<file path="config.mk">
export PLATFORM = sky130hd
export DESIGN_NAME = addressable_led_pulse_encoder
export DESIGN_NICKNAME = d
export VERILOG_FILES = /design/src/rtl/core/alpe_pkg.sv /design/src/rtl/core/alpe_front.sv /design/src/rtl/core/alpe_back.sv /design/src/rtl/core/addressable_led_pulse_encoder.sv
export SDC_FILE = /design/constraint.sdc
export NUM_CORES = 1
export LEC_CHECK = 0
export BUFFER_PORTS_ARGS = -buffer_cell sky130_fd_sc_hd__buf_4
export CAP_MARGIN = 20
export CORE_UTILIZATION = 60
export CTS_CLUSTER_DIAMETER = 80
export CTS_CLUSTER_SIZE = 8
export DETAILED_ROUTE_END_ITERATION = 10
export GPL_TIMING_DRIVEN = 0
export PLACE_DENSITY = 0.85
export SLEW_MARGIN = 20
export SYNTH_ARGS = -nofsm -noshare
export SYNTH_HDL_FRONTEND = slang
export SYNTH_SLANG_ARGS = --single-unit
</file>
<file path="constraint.sdc">
create_clock -name i_clk -period 3.44 [get_ports i_clk]
set_input_delay 0.172 -clock i_clk [delete_from_list [all_inputs] [get_ports i_clk]]
set_output_delay 0.172 -clock i_clk [all_outputs]
set_load 0.005 [all_outputs]
</file>
<file path="src/rtl/core/alpe_pkg.sv">
package alpe_pkg;

    // Operation codes carried by the op field.
    localparam logic OP_PIXEL = 1'b0;
    localparam logic OP_LATCH = 1'b1;

    localparam int PIXEL_BITS  = 24;
    localparam int BIT_CNT_W   = $clog2(PIXEL_BITS);
    localparam int TIME_W      = 10;
    localparam int DUR_W       = 16;
    localparam int QUEUE_DEPTH = 2;
    localparam int ADDR_W      = 5;
    localparam int DATA_W      = 32;

    // Register indexes, taken from paddr[4:2].
    typedef enum logic [2:0] {
        REG_ZERO_HIGH = 3'd0,
        REG_ZERO_LOW  = 3'd1,
        REG_ONE_HIGH  = 3'd2,
        REG_ONE_LOW   = 3'd3,
        REG_LATCH_GAP = 3'd4
    } t_reg_idx;

    localparam logic [TIME_W-1:0] ZERO_HIGH_RST = TIME_W'(30);
    localparam logic [TIME_W-1:0] ZERO_LOW_RST  = TIME_W'(90);
    localparam logic [TIME_W-1:0] ONE_HIGH_RST  = TIME_W'(90);
    localparam logic [TIME_W-1:0] ONE_LOW_RST   = TIME_W'(30);
    localparam logic [DUR_W-1:0]  LATCH_GAP_RST = DUR_W'(8000);

    typedef struct packed {
        logic                  op;
        logic [PIXEL_BITS-1:0] pixel;
    } t_item;

    typedef struct packed {
        logic [TIME_W-1:0] zero_high;
        logic [TIME_W-1:0] zero_low;
        logic [TIME_W-1:0] one_high;
        logic [TIME_W-1:0] one_low;
        logic [DUR_W-1:0]  latch_gap;
    } t_timing;

    // A segment length of zero is raised to one.
    function automatic logic [DUR_W-1:0] at_least_one(input logic [DUR_W-1:0] v);
        return (v == '0) ? DUR_W'(1) : v;
    endfunction

endpackage

</file>
<file path="src/rtl/core/alpe_front.sv">
module alpe_front #(
    parameter int QueueDepth = alpe_pkg::QUEUE_DEPTH
) (
    input  logic                           i_clk,
    input  logic                           i_rst_n,
    input  logic                           start,
    output logic                           busy,
    input  logic                           i_op,
    input  logic [7:0]                     i_green,
    input  logic [7:0]                     i_red,
    input  logic [7:0]                     i_blue,
    output logic                           o_q_valid,
    output alpe_pkg::t_item                o_q_item,
    input  logic                           i_q_pop
);
    import alpe_pkg::*;

    localparam int PTR_W = (QueueDepth > 1) ? $clog2(QueueDepth) : 1;
    localparam int CNT_W = $clog2(QueueDepth + 1);

    t_item              r_mem [QueueDepth];
    logic [PTR_W-1:0]   r_wr_ptr, n_wr_ptr;
    logic [PTR_W-1:0]   r_rd_ptr, n_rd_ptr;
    logic [CNT_W-1:0]   r_count,  n_count;
    logic               push;
    logic               pop;
    t_item              in_item;

    assign busy      = (r_count == CNT_W'(QueueDepth));
    assign push      = start && !busy;
    assign o_q_valid = (r_count != '0);
    assign pop       = i_q_pop && o_q_valid;
    assign o_q_item  = r_mem[r_rd_ptr];

    // A latch request carries no colour; its pixel bits are cleared.
    always_comb begin
        in_item.op    = i_op;
        in_item.pixel = (i_op == OP_LATCH) ? '0 : {i_green, i_red, i_blue};
    end

    always_comb begin
        n_wr_ptr = r_wr_ptr;
        n_rd_ptr = r_rd_ptr;
        n_count  = r_count;
        if (push) begin
            n_wr_ptr = (r_wr_ptr == PTR_W'(QueueDepth - 1)) ? '0 : r_wr_ptr + PTR_W'(1);
        end
        if (pop) begin
            n_rd_ptr = (r_rd_ptr == PTR_W'(QueueDepth - 1)) ? '0 : r_rd_ptr + PTR_W'(1);
        end
        if (push && !pop) begin
            n_count = r_count + CNT_W'(1);
        end else if (pop && !push) begin
            n_count = r_count - CNT_W'(1);
        end
    end

    always_ff @(posedge i_clk) begin
        if (!i_rst_n) begin
            r_wr_ptr <= '0;
            r_rd_ptr <= '0;
            r_count  <= '0;
        end else begin
            r_wr_ptr <= n_wr_ptr;
            r_rd_ptr <= n_rd_ptr;
            r_count  <= n_count;
        end
    end

    always_ff @(posedge i_clk) begin
        if (push) begin
            r_mem[r_wr_ptr] <= in_item;
        end
    end

endmodule

</file>
<file path="src/rtl/core/alpe_back.sv">
module alpe_back (
    input  logic                         i_clk,
    input  logic                         i_rst_n,
    input  alpe_pkg::t_timing            i_timing,
    input  logic                         i_q_valid,
    input  alpe_pkg::t_item              i_q_item,
    output logic                         o_q_pop,
    output logic                         o_valid,
    output logic                         o_pin_level,
    output logic [alpe_pkg::DUR_W-1:0]   o_duration_cycles,
    output logic                         o_last_segment
);
    import alpe_pkg::*;

    logic                  r_active;
    logic                  r_is_latch;
    logic                  r_phase_low;
    logic [BIT_CNT_W-1:0]  r_bit_cnt;
    logic [PIXEL_BITS-1:0] r_shift;

    logic                  r_valid;
    logic                  r_level;
    logic [DUR_W-1:0]      r_dur;
    logic                  r_last;

    logic                  done;
    logic                  load;
    logic                  bit_one;
    logic                  seg_level;
    logic [DUR_W-1:0]      seg_dur;
    logic                  seg_last;
    logic                  final_bit;

    assign bit_one   = r_shift[PIXEL_BITS-1];
    assign final_bit = (r_bit_cnt == BIT_CNT_W'(PIXEL_BITS - 1));
    assign done      = r_active && (r_is_latch || (r_phase_low && final_bit));
    assign load      = i_q_valid && (!r_active || done);
    assign o_q_pop   = load;

    always_comb begin
        if (r_is_latch) begin
            seg_level = 1'b0;
            seg_dur   = at_least_one(i_timing.latch_gap);
            seg_last  = 1'b1;
        end else if (!r_phase_low) begin
            seg_level = 1'b1;
            seg_dur   = at_least_one(DUR_W'(bit_one ? i_timing.one_high
                                                    : i_timing.zero_high));
            seg_last  = 1'b0;
        end else begin
            seg_level = 1'b0;
            seg_dur   = at_least_one(DUR_W'(bit_one ? i_timing.one_low
                                                    : i_timing.zero_low));
            seg_last  = final_bit;
        end
    end

    always_ff @(posedge i_clk) begin
        if (!i_rst_n) begin
            r_active <= 1'b0;
            r_valid  <= 1'b0;
        end else begin
            r_valid <= r_active;
            if (load) begin
                r_active <= 1'b1;
            end else if (done) begin
                r_active <= 1'b0;
            end
        end
    end

    always_ff @(posedge i_clk) begin
        r_level <= seg_level;
        r_dur   <= seg_dur;
        r_last  <= seg_last;
        if (load) begin
            r_is_latch  <= (i_q_item.op == OP_LATCH);
            r_shift     <= i_q_item.pixel;
            r_phase_low <= 1'b0;
            r_bit_cnt   <= '0;
        end else if (r_active && !r_is_latch) begin
            r_phase_low <= !r_phase_low;
            if (r_phase_low) begin
                r_shift   <= {r_shift[PIXEL_BITS-2:0], 1'b0};
                r_bit_cnt <= r_bit_cnt + BIT_CNT_W'(1);
            end
        end
    end

    assign o_valid           = r_valid;
    assign o_pin_level       = r_level;
    assign o_duration_cycles = r_dur;
    assign o_last_segment    = r_last;

endmodule

</file>
<file path="src/rtl/core/addressable_led_pulse_encoder.sv">
// Channel   Direction  Handshake                 Payload
// ------    ---------  ------------------------  -------------------------------------
// item      in         start high, busy low      i_op, i_green, i_red, i_blue
// segment   out        o_valid, one cycle        o_pin_level, o_duration_cycles,
//                                                o_last_segment
// config    in         psel/penable/pwrite       paddr, pwdata, prdata, pready
//
// The back end emits one segment per cycle while the queue holds items: a pixel gives 48 segments, a latch request 1.
// Results appear in the cycle after the back end forms them, from the output register.
// A queue of QueueDepth transactions sits between front and back; busy is high while full.
// Reset is synchronous and active low; it empties the queue and loads the default timings.
// The receiver cannot stall, so segments are never held back once formed.
module addressable_led_pulse_encoder #(
    parameter int QueueDepth = alpe_pkg::QUEUE_DEPTH
) (
    input  logic                          i_clk,
    input  logic                          i_rst_n,
    input  logic                          start,
    output logic                          busy,
    input  logic                          i_op,
    input  logic [7:0]                    i_green,
    input  logic [7:0]                    i_red,
    input  logic [7:0]                    i_blue,
    output logic                          o_valid,
    output logic                          o_pin_level,
    output logic [alpe_pkg::DUR_W-1:0]    o_duration_cycles,
    output logic                          o_last_segment,
    input  logic                          psel,
    input  logic                          penable,
    input  logic                          pwrite,
    input  logic [alpe_pkg::ADDR_W-1:0]   paddr,
    input  logic [alpe_pkg::DATA_W-1:0]   pwdata,
    output logic [alpe_pkg::DATA_W-1:0]   prdata,
    output logic                          pready
);
    import alpe_pkg::*;

    t_timing  r_timing;
    t_reg_idx reg_idx;
    logic     cfg_wr;
    logic     q_valid;
    t_item    q_item;
    logic     q_pop;

    assign pready  = 1'b1;
    assign reg_idx = t_reg_idx'(paddr[ADDR_W-1:2]);
    assign cfg_wr  = psel && penable && pwrite && pready;

    always_ff @(posedge i_clk) begin
        if (!i_rst_n) begin
            r_timing.zero_high <= ZERO_HIGH_RST;
            r_timing.zero_low  <= ZERO_LOW_RST;
            r_timing.one_high  <= ONE_HIGH_RST;
            r_timing.one_low   <= ONE_LOW_RST;
            r_timing.latch_gap <= LATCH_GAP_RST;
        end else if (cfg_wr) begin
            case (reg_idx)
                REG_ZERO_HIGH: r_timing.zero_high <= pwdata[TIME_W-1:0];
                REG_ZERO_LOW:  r_timing.zero_low  <= pwdata[TIME_W-1:0];
                REG_ONE_HIGH:  r_timing.one_high  <= pwdata[TIME_W-1:0];
                REG_ONE_LOW:   r_timing.one_low   <= pwdata[TIME_W-1:0];
                REG_LATCH_GAP: r_timing.latch_gap <= pwdata[DUR_W-1:0];
                default:       ;
            endcase
        end
    end

    always_comb begin
        case (reg_idx)
            REG_ZERO_HIGH: prdata = DATA_W'(r_timing.zero_high);
            REG_ZERO_LOW:  prdata = DATA_W'(r_timing.zero_low);
            REG_ONE_HIGH:  prdata = DATA_W'(r_timing.one_high);
            REG_ONE_LOW:   prdata = DATA_W'(r_timing.one_low);
            REG_LATCH_GAP: prdata = DATA_W'(r_timing.latch_gap);
            default:       prdata = '0;
        endcase
    end

    alpe_front #(
        .QueueDepth (QueueDepth)
    ) u_front (
        .i_clk     (i_clk),
        .i_rst_n   (i_rst_n),
        .start     (start),
        .busy      (busy),
        .i_op      (i_op),
        .i_green   (i_green),
        .i_red     (i_red),
        .i_blue    (i_blue),
        .o_q_valid (q_valid),
        .o_q_item  (q_item),
        .i_q_pop   (q_pop)
    );

    alpe_back u_back (
        .i_clk             (i_clk),
        .i_rst_n           (i_rst_n),
        .i_timing          (r_timing),
        .i_q_valid         (q_valid),
        .i_q_item          (q_item),
        .o_q_pop           (q_pop),
        .o_valid           (o_valid),
        .o_pin_level       (o_pin_level),
        .o_duration_cycles (o_duration_cycles),
        .o_last_segment    (o_last_segment)
    );

endmodule

</file>
== Word-level counts from Yosys, hierarchy flattened ==
Memories as Yosys holds them, arrays and structs flattened. A register that Yosys moved wholly into a read port is not among the register bits.
Cells that the tools add are included.

* Bits in writable memories: 50
* Logic and storage cells: 87
* Register bits: 111
* Output and inout bits: 53
* Memories: 1

* Add/sub/neg operators: 5
* Muxes and demuxes: 24
* Reductions and logical operators: 34
* Equal/unequal tests: 6

{| class="wikitable"
|+ Memories
! memory !! depth !! width !! read ports !! clocked after memory_dff !! write ports !! line !! source
|-
| u_front.r_mem || 2 || 25 || 1 || 1 || 1 || alpe_front.sv:21 || <nowiki>t_item r_mem [QueueDepth];</nowiki>
|}

{| class="wikitable"
|+ Operators by type and width
! operator !! number
|-
| $mux W24 || 4
|-
| $mux W16 || 5
|-
| $pmux W16 S5 || 1
|-
| $logic_not A16 Y1 || 3
|-
| $mux W10 || 2
|-
| $reduce_and A2 Y1 || 7
|-
| $logic_and A1 B1 Y1 || 10
|-
| $mux W1 || 10
|-
| $reduce_bool A2 Y1 || 5
|-
| $eq A3 B2 Y1 const B || 2
|-
| $logic_not A1 Y1 || 6
|-
| $add A5 B1 Y5 const B || 1
|-
| $eq A5 B5 Y1 const B || 1
|-
| $mux W2 || 2
|-
| $eq A3 B1 Y1 const B || 1
|-
| $eq A3 B3 Y1 const B || 1
|-
| $logic_not A3 Y1 || 1
|-
| $add A1 B1 Y1 const B || 2
|-
| $add A2 B1 Y2 const B || 1
|-
| $eq A2 B2 Y1 const B || 1
|-
| $logic_or A1 B1 Y1 || 2
|-
| $sub A2 B1 Y2 const B || 1
|}

== Logic depth before layout (Yosys ltp) ==
Gate-level depths: netlist of run 1.

* Word-level depth: 10
* Gate-level depth with buffers: 7
* Depth with buffers taken out: 5

== Cells and area by module ==
From an unflattened synthesis of run 1, not the netlist that was laid out.

* Cell total of the unflattened synthesis: 610
* Area, all modules: 7498.4 um^2

{| class="wikitable"
|+ By module, submodules not included
! module !! cells an instance !! instances !! sequential area each (um^2) !! area each (um^2)
|-
| addressable_led_pulse_encoder || 299 || 1 || 1121.1 || 2879.0
|-
| alpe_back || 182 || 1 || 1271.2 || 2422.3
|-
| alpe_front || 129 || 1 || 1601.5 || 2197.1
|}

== Worst setup path before layout of run 1 ==
OpenSTA, ideal clock, no wires.

* Kind: register to register
* From: reg u_front.r_count[0]
* To: mem u_front.r_mem[0][0] (netlist bit), enable pin
* Setup slack: 1.364 ns
* Data required time: 3.033 ns
* Cell stages (with the launch flop): 4
* Arrival: 1.669 ns
* Cell sequence: dfxtp_1 -> nand2b_1 -> nand2_1 -> nor2_1

* Cells in the longest elaborated chain, start to end: 5

{| class="wikitable"
|+ Ends and longest elaborated chain
! element !! line !! source
|-
| start: declaration || alpe_front.sv:24 || <nowiki>logic [CNT_W-1:0] r_count, n_count;</nowiki>
|-
| start signal: assignment || alpe_front.sv:66 || <nowiki>r_count <= n_count;</nowiki>
|-
| $eq A2 B2 Y1 || alpe_front.sv:29 || <nowiki>assign busy = (r_count == CNT_W'(QueueDepth));</nowiki>
|-
| $logic_not A1 Y1 || alpe_front.sv:30 || <nowiki>assign push = start && !busy;</nowiki>
|-
| $logic_and A1 B1 Y1 || alpe_front.sv:30 ||
|-
| $mux W1 || alpe_front.sv:71 || <nowiki>if (push) begin</nowiki>
|-
| $mux W1 (not written as such) || alpe_front.sv:72 || <nowiki>r_mem[r_wr_ptr] <= in_item;</nowiki>
|-
| end: declaration || alpe_front.sv:21 ||
|}

Every way passes these cells.

== Worst setup path in the final report of run 1 ==
* From: reg u_back.r_bit_cnt[0]
* To: reg u_back.r_shift[6], enable pin

* Cells in the longest elaborated chain, start to end: 8
* Elaborated cells between the ends (all ways): 9
* Those cells by class: 1 x eq/ne; 8 x reduce/logical

{| class="wikitable"
|+ Ends and longest elaborated chain
! element !! line !! source
|-
| start: declaration || alpe_back.sv:18 || <nowiki>logic [BIT_CNT_W-1:0] r_bit_cnt;</nowiki>
|-
| start signal: assignment || alpe_back.sv:85 || <nowiki>r_bit_cnt <= r_bit_cnt + BIT_CNT_W'(1);</nowiki>
|-
| $eq A5 B5 Y1 (*) || alpe_back.sv:35 || <nowiki>assign final_bit = (r_bit_cnt == BIT_CNT_W'(PIXEL_BITS - 1));</nowiki>
|-
| $logic_and A1 B1 Y1 (*) || alpe_back.sv:36 || <nowiki>assign done = r_active && (r_is_latch || (r_phase_low && final_bit));</nowiki>
|-
| $logic_or A1 B1 Y1 (*) || alpe_back.sv:36 ||
|-
| $logic_and A1 B1 Y1 (*) || alpe_back.sv:36 ||
|-
| $logic_or A1 B1 Y1 (*) || alpe_back.sv:37 || <nowiki>assign load = i_q_valid && (!r_active || done);</nowiki>
|-
| $logic_and A1 B1 Y1 (*) || alpe_back.sv:37 ||
|-
| via q_pop || addressable_led_pulse_encoder.sv:43 || <nowiki>logic q_pop;</nowiki>
|-
| $reduce_bool A2 Y1 (no line) || - ||
|-
| $reduce_and A2 Y1 (no line) (*) || - ||
|-
| end signal: assignment || alpe_back.sv:78 || <nowiki>r_shift <= i_q_item.pixel;</nowiki>
|-
| end signal: assignment || alpe_back.sv:84 || <nowiki>r_shift <= {r_shift[PIXEL_BITS-2:0], 1'b0};</nowiki>
|-
| end: declaration || alpe_back.sv:19 || <nowiki>logic [PIXEL_BITS-1:0] r_shift;</nowiki>
|}

Mark *: on every way through the listed nets, which the timed path passes. The rest lies on a longest branch.
A chain may end at the register's enable or synchronous reset.

==> run metrics, run 1 <==
vias per cell 5.72; # clock sinks 162; Synth async-reset ratio 0%; fraction of layout instances using a drive strength above 1 ~26%; adder-cell share of the synthesized area 0.177%; vias 5070; final hold slack 0.0130 ns; commonest non-fill, non-tap cell in the layout buf_4; Final Cycle Share 65.9%; first-pass GRT wire length 25100 µm; GRT Util Overall 28.6%; post-synthesis xor/xnor area fraction 0.745%; Crit Path Class flip-flop to flip-flop; # setup viols final 0; CTS Buffer Depth 2; Cell Rows 39; mux contribution to synthesized area about 18%; Syn-to-layout area delta 22.3%; max_slew headroom 43.3%; Flop pwr share roughly 47%; simple-gate share of the synthesized area 14.4%; sw frac 23.6%; clock insertion delay at the later pin of the skew report 0.43 ns; fin nets 799; CTS Buf Count 17; drt first pass iters 5; Hold Fails Final Rpt 0; mean area per synthesized cell around 12 µm²; Max Cap Viol 0; static leakage about 0.0034 µW; most frequent cells in the layout buf_4 (103), dfxtp_1 (87), edfxtp_1 (75); Antenna Nets Post-Route 0; Die H 110 µm; vias in the first global route between 4k and 5k; die area about 0.012 mm²; CP Launch Type flip-flop; RSZ-0062 raised after global routing false; worst slew pin tran 0.840 ns; Starting DRT DRC Count approximately 460; initial antenna violation count 0; post_cts resized 0; detailed placement HPWL 11400 µm; I/O pin cnt 121; FMAX 441 MHz; combinational family with the most area after synthesis multiplexers; dominant synthesized flop cell dfxtp_1; FF+latch count, synth between 150 and 200; CTS clock-pin slew for the worst setup and hold paths 0.07 ns; Placer Congestion 0.952; EDFF count, synth 75; mapped cell area just over 0.007 mm²; Initial Util 61.7%; # diodes 0; CTS Root Cell clkbuf_16; worst path arrival time 2.33 ns; DR DRC count 0; Synth Area in Compound Gates 4.93%; Hold WC Path Type input port to flip-flop; final slew viol count 0; status finished clean; final WL 16200 µm; Fillers 733; Data required, critical path between 3 and 4 ns; DR WL/cell 18.3 µm; Syn. warnings 0; register area share after synthesis 56.7%; power density over cell area 537 mW/mm²; cell count after synthesis between 600 and 700; CTS tree done; CP Max Fanout 24; Comb pwr share between 10% and 20%; H-tree depth 4; internal power about 3500 µW; Clock Power Share a little over two fifths; Port Buffers 83; clock skew 0.0129 ns; Crit. End Element flip-flop; Psw 1090 µW; TNS Setup 0 ns; Tmin final 2.27 ns; pin count of the biggest net entering global routing 26; die width 110 µm; post-synthesis cell type count 48; overflow left after global routing 0; Worst IR Drop VDD 0.441 mV; CORE AREA 0.0114 mm²
==> cells by family (layout without fill, tap and decap cells) <==
group	Yosys count	in the layout
multiplexers	110	110
adder cells (fa/ha/maj)	1	1
flip-flops	162	162
AND/OR/NAND/NOR	204	204
buffers and inverters	58	181
AO/OA/AOI/OAI	62	62
XOR/XNOR	6	6
other	2	17
==> synthesized netlist by cell type (all sizes together) (2+ instances only) <==
cell    instances  area (µm²)
o22ai           9        56.3
mux2           48         541
mux4           10         229
xnor2           3        26.3
and4            2        17.5
nor2           39         156
o21a            2        16.3
nor4b           2        17.5
nand4           4        25.0
edfxtp         75        2250
dfxtp          87        1740
clkbuf         18        67.6
nand3b          2        15.0
a22o            3        26.3
buf            34         239
nor2b          26         165
o21ai          15        75.1
nand2b          2        12.5
mux2i          52         521
conb            2        7.51
and2           13        81.3
nor3            7        35.0
xor2            3        26.3
nor3b           2        31.3
nand3          15        75.1
nor4           10        62.6
nand2          74         278
a21oi          30         150
inv             6        22.5
==> metrics by stage <==
stage	util, %	std cells	instance area (µm²)	worst slack (ns)	total power (µW)
6_report	75.5	886	8620	1.17	4630
5_1_grt	75.5	886	8620	1.06	4780
4_1_cts	75.5	886	8620	1.16	4640
3_5_place_dp	69.3	846	7920	1.17	2680
3_3_place_gp	69.3	846	7910	0.784	2660
2_1_floorplan	-	620	7110	1.36	2490
==> area by class of cell <==
cell class | instances | area, µm² | share of cell area (%)
timing repair buffer | 91 | 703 | 8.16
buffer | 52 | 307 | 3.56
inverter | 6 | 22.5 | 0.261
clock buffer | 17 | 425 | 4.93
clock inverter | 15 | 200 | 2.32
tap | 143 | 179 | 2.08
sequential | 162 | 3990 | 46.3
multi-input combinational | 400 | 2790 | 32.4
==> final timing paths <==
check | from | end | slack, ns | cells past startpoint
setup / recovery | u_back.r_bit_cnt[0] | u_back.r_shift[6] | 1.17 | 6
hold / removal | pwdata[13] | r_timing[13] | 0.01 | 3
setup reg to reg | u_back.r_bit_cnt[0] | u_back.r_shift[6] | 1.17 | 6
hold reg to reg | u_back.r_active | u_back.o_valid | 0.48 | 1
==> state kept, by name, summed over array words and instances (netlist names), named ones only <==
name                      count
u_front.r_mem                50
u_back.r_bit_cnt              5
u_back.o_valid                1
u_back.r_active               1
r_timing                     56
u_front.r_wr_ptr              1
u_front.r_count               2
u_back.r_is_latch             1
u_back.o_last_segment         1
u_front.r_rd_ptr              1
u_back.r_phase_low            1
u_back.o_pin_level            1
u_back.o_duration_cycles     16
u_back.r_shift               24
==> power by group through the flow <==
stage / Clock, µW / Combinational [µW] / Sequential, µW
2_1_floorplan: 0 / 286 / 2210
3_5_place_dp: 0 / 458 / 2220
5_1_grt: 2080 / 513 / 2190
3_3_place_gp: 0 / 442 / 2210
4_1_cts: 1990 / 470 / 2180
6_report: 1980 / 469 / 2180
==> repair_timing <==
action	CTS	global route
endpoints found under the hold margin	9	0
buffers inserted	0	0
hold buffers	8	0
==> critical path, stage by stage, from the launching register on <==
cell      delay (ns)
dfxtp_1         0.37
ha_1            0.20
nand4b_1        0.15
o21a_2          0.29
nor2_4          0.19
buf_6           0.16
or2_2           0.51
==> layer usage <==
metal / track usage (%) / wire, µm / up-vias
li1: - / - / 2376
met1: 35.2 / 6620 / 2435
met2: 47.9 / 8020 / 233
met3: 6.17 / 1210 / 26
met4: 13.7 / 370 / 0
met5: 0 / 0 / -
(Power assumes the default switching activity.)
==> run 2: changes to the inputs <==
CORE_UTILIZATION = 56   (was 60)
PLACE_DENSITY = 0.8   (was 0.85)
clock period = 2.1 ns   (was 3.44 ns; I/O delays follow)
==> run metrics, run 2 (synthesized netlist as in run 1, its figures left out) <==
CTS Buffer Depth 2 (unchanged); Syn-to-layout area delta 23.4%; most frequent cells in the layout buf_4 (104), dfxtp_1 (87), edfxtp_1 (75); RR Startpoint u_back.r_bit_cnt[0]; Initial Util 58.0% (-3.8 points); Final Cycle Share 95.0% (+29 points); # diodes 0 (unchanged); static leakage 0.00342 µW (about the same); commonest non-fill, non-tap cell in the layout buf_4; dpl ws -0.184 ns (-1.36 ns); Hold EP u_front.r_mem[1][8]; CTS Root Cell clkbuf_16; worst slew pin tran 0.828 ns (-0.0116 ns); fin nets 811 (+1.5%); fraction of layout instances using a drive strength above 1 25.6% (-0.41 points); Hold Fails Final Rpt 0 (unchanged); GRT Util Overall 25.0% (-3.6 points); biggest registers after layout r_timing (56), u_front.r_mem (50), u_back.r_shift (24); Largest Register r_timing; final WL 15300 µm (-5.4%); CTS tree done; Port Buffers 83 (unchanged); reg-to-reg endpoint u_back.r_shift[5]; Tmin final 2.00 ns (-0.272 ns); Placer Congestion 1.01 (+5.8%); family with the most delay on the worst path flip-flops; Crit Path Class flip-flop to flip-flop; CP Launch Type flip-flop; Hold WC Path Type input port to flip-flop; DP Cell Count 871 (+3.0%); source of the worst hold timing path i_red[0]; R2R depth 6 (unchanged); FMAX 501 MHz (+14%); Die H 114 µm (+3.4%); I/O pin cnt 121 (unchanged); power density over cell area 824 mW/mm² (+54%); # clock sinks 162 (unchanged); overflow left after global routing 0 (unchanged); detailed placement HPWL 10600 µm (-7.1%); final slew viol count 0 (unchanged); Data required, critical path 2.28 ns (-1.22 ns); die area 0.0130 mm² (+7.0%); Starting DRT DRC Count 472 (+2.4%); crit path buf inv count 1 (unchanged); vias per cell 5.53 (-3.4%); CORE AREA 0.0122 mm² (+6.5%); Max Cap Viol 0 (unchanged); flop-to-flop setup slack 0.10 ns (-1.07 ns); CP peak stage delay 0.37 ns (-0.14 ns); Worst IR Drop VDD 0.600 mV (+36%); Power Total 7170 µW (+55%); final non-filler cell total 923 (+4.2%); slowest stage cell on the critical path dfxtp_1; die width 114 µm (+3.4%); Final Util 71.5% (-4.0 points); CTS Buf Count 17 (unchanged); CP Max Fanout 10 (-58%); H-tree depth 4 (unchanged); Worst Hold Depth 2 (-1); clock skew 0.00570 ns (-0.00718 ns); clock insertion delay at the later pin of the skew report 0.43 ns (about the same); Antenna Nets Post-Route 0 (unchanged); Cell Rows 40 (+2.6%); worst path arrival time 2.17 ns (-0.16 ns); CTS clock-pin slew for the worst setup and hold paths 0.06 ns (about the same); vias 5102 (+0.63%); pin count of the biggest net entering global routing 26 (unchanged); initial antenna violation count 0 (unchanged); worst-path cell chain ha_1 -> nand4b_1 -> o21a_4 -> nor2_4 -> buf_6 -> mux2_1; post-route worst setup slack 0.105 ns (-1.07 ns); vias in the first global route 4966 (+1.4%); max_slew headroom 44.0% (+0.78 points); first-pass GRT wire length 24600 µm (-1.9%); status finished clean; drt first pass iters 5 (unchanged); DR WL/cell 16.6 µm (-9.2%); DR DRC count 0 (unchanged); Crit. End Element flip-flop; # setup viols final 0 (unchanged); max reg flops 56 (unchanged)
run 2: changes by cell type in the layout (fill, tap and decap cells not counted), moves of 2 or more:
| cell | change |
|---|---|
| bufinv_16 | -3 |
| or2_4 | +2 |
| clkinvlp_4 | +3 |
| dlygate4sd3_1 | +10 |
run 2: worst max-delay path by stage:
stage                         from                   to  cells after the start
2_1_floorplan   u_front.r_count[0]  u_front.r_mem[0][0]                      3
3_3_place_gp    u_front.r_count[0]  u_front.r_mem[0][7]                      3
3_5_place_dp   u_back.r_bit_cnt[0]    u_back.r_shift[7]                      6
4_1_cts        u_back.r_bit_cnt[0]   u_back.r_shift[22]                      6
5_1_grt        u_back.r_bit_cnt[0]    u_back.r_shift[5]                      6
6_report       u_back.r_bit_cnt[0]    u_back.r_shift[5]                      6
run 2: area by class of cell:
class | count | area [µm²]
plain buffers | 52 | 307
clock buffers | 19 | 443
clock inverters | 13 | 104
fillers | 856 | 3460
inverters | 6 | 22.5
multi-input cells | 401 | 2810
flip-flops and latches | 162 | 3990
well taps | 168 | 210
repair buffers | 102 | 811
run 2: routing by layer:
layer  share of wire [%]  vias up  track usage [%]
met5                   0        -                0
met4                 3.0        0             12.9
met3                 8.5       43             5.77
met2                  48      297             41.2
met1                  41     2362             30.9
li1                    -     2400                -
run 2: worst register-to-register path, cell delays in order (launching register included):
cell and delay [ns]:
dfxtp_1 0.37, ha_1 0.21, nand4b_1 0.18, o21a_4 0.29
nor2_4 0.18, buf_6 0.18, mux2_1 0.34
run 2: power breakdown:
group	switching (µW)	leakage, µW	internal, µW	total, µW
Sequential	60.2	0.00143	3510	3570
Combinational	381	0.00174	395	777
Clock	1270	0.000254	1550	2830
run 2: repair_timing:
item                       in CTS  in global routing
resized for setup               1                  2
pin swaps                       0                  2
cloned                          1                  0
hold buffers                   18                  0
buffers inserted                0                  1
hold endpoints to repair       57                  0
setup endpoints to repair      24                 13
run 2: metrics by stage:
stage / hold slack (ns) / area, µm² / TNS [ns]
after global placement: 0.321 / 7940 / -16.66
after CTS: 0.00105 / 8680 / 0
final: 0.0117 / 8700 / 0
after detailed placement: 0.329 / 7950 / -4.39
after global routing: 0.00785 / 8700 / -0.00318
after floorplan: 0.204 / 7110 / 0
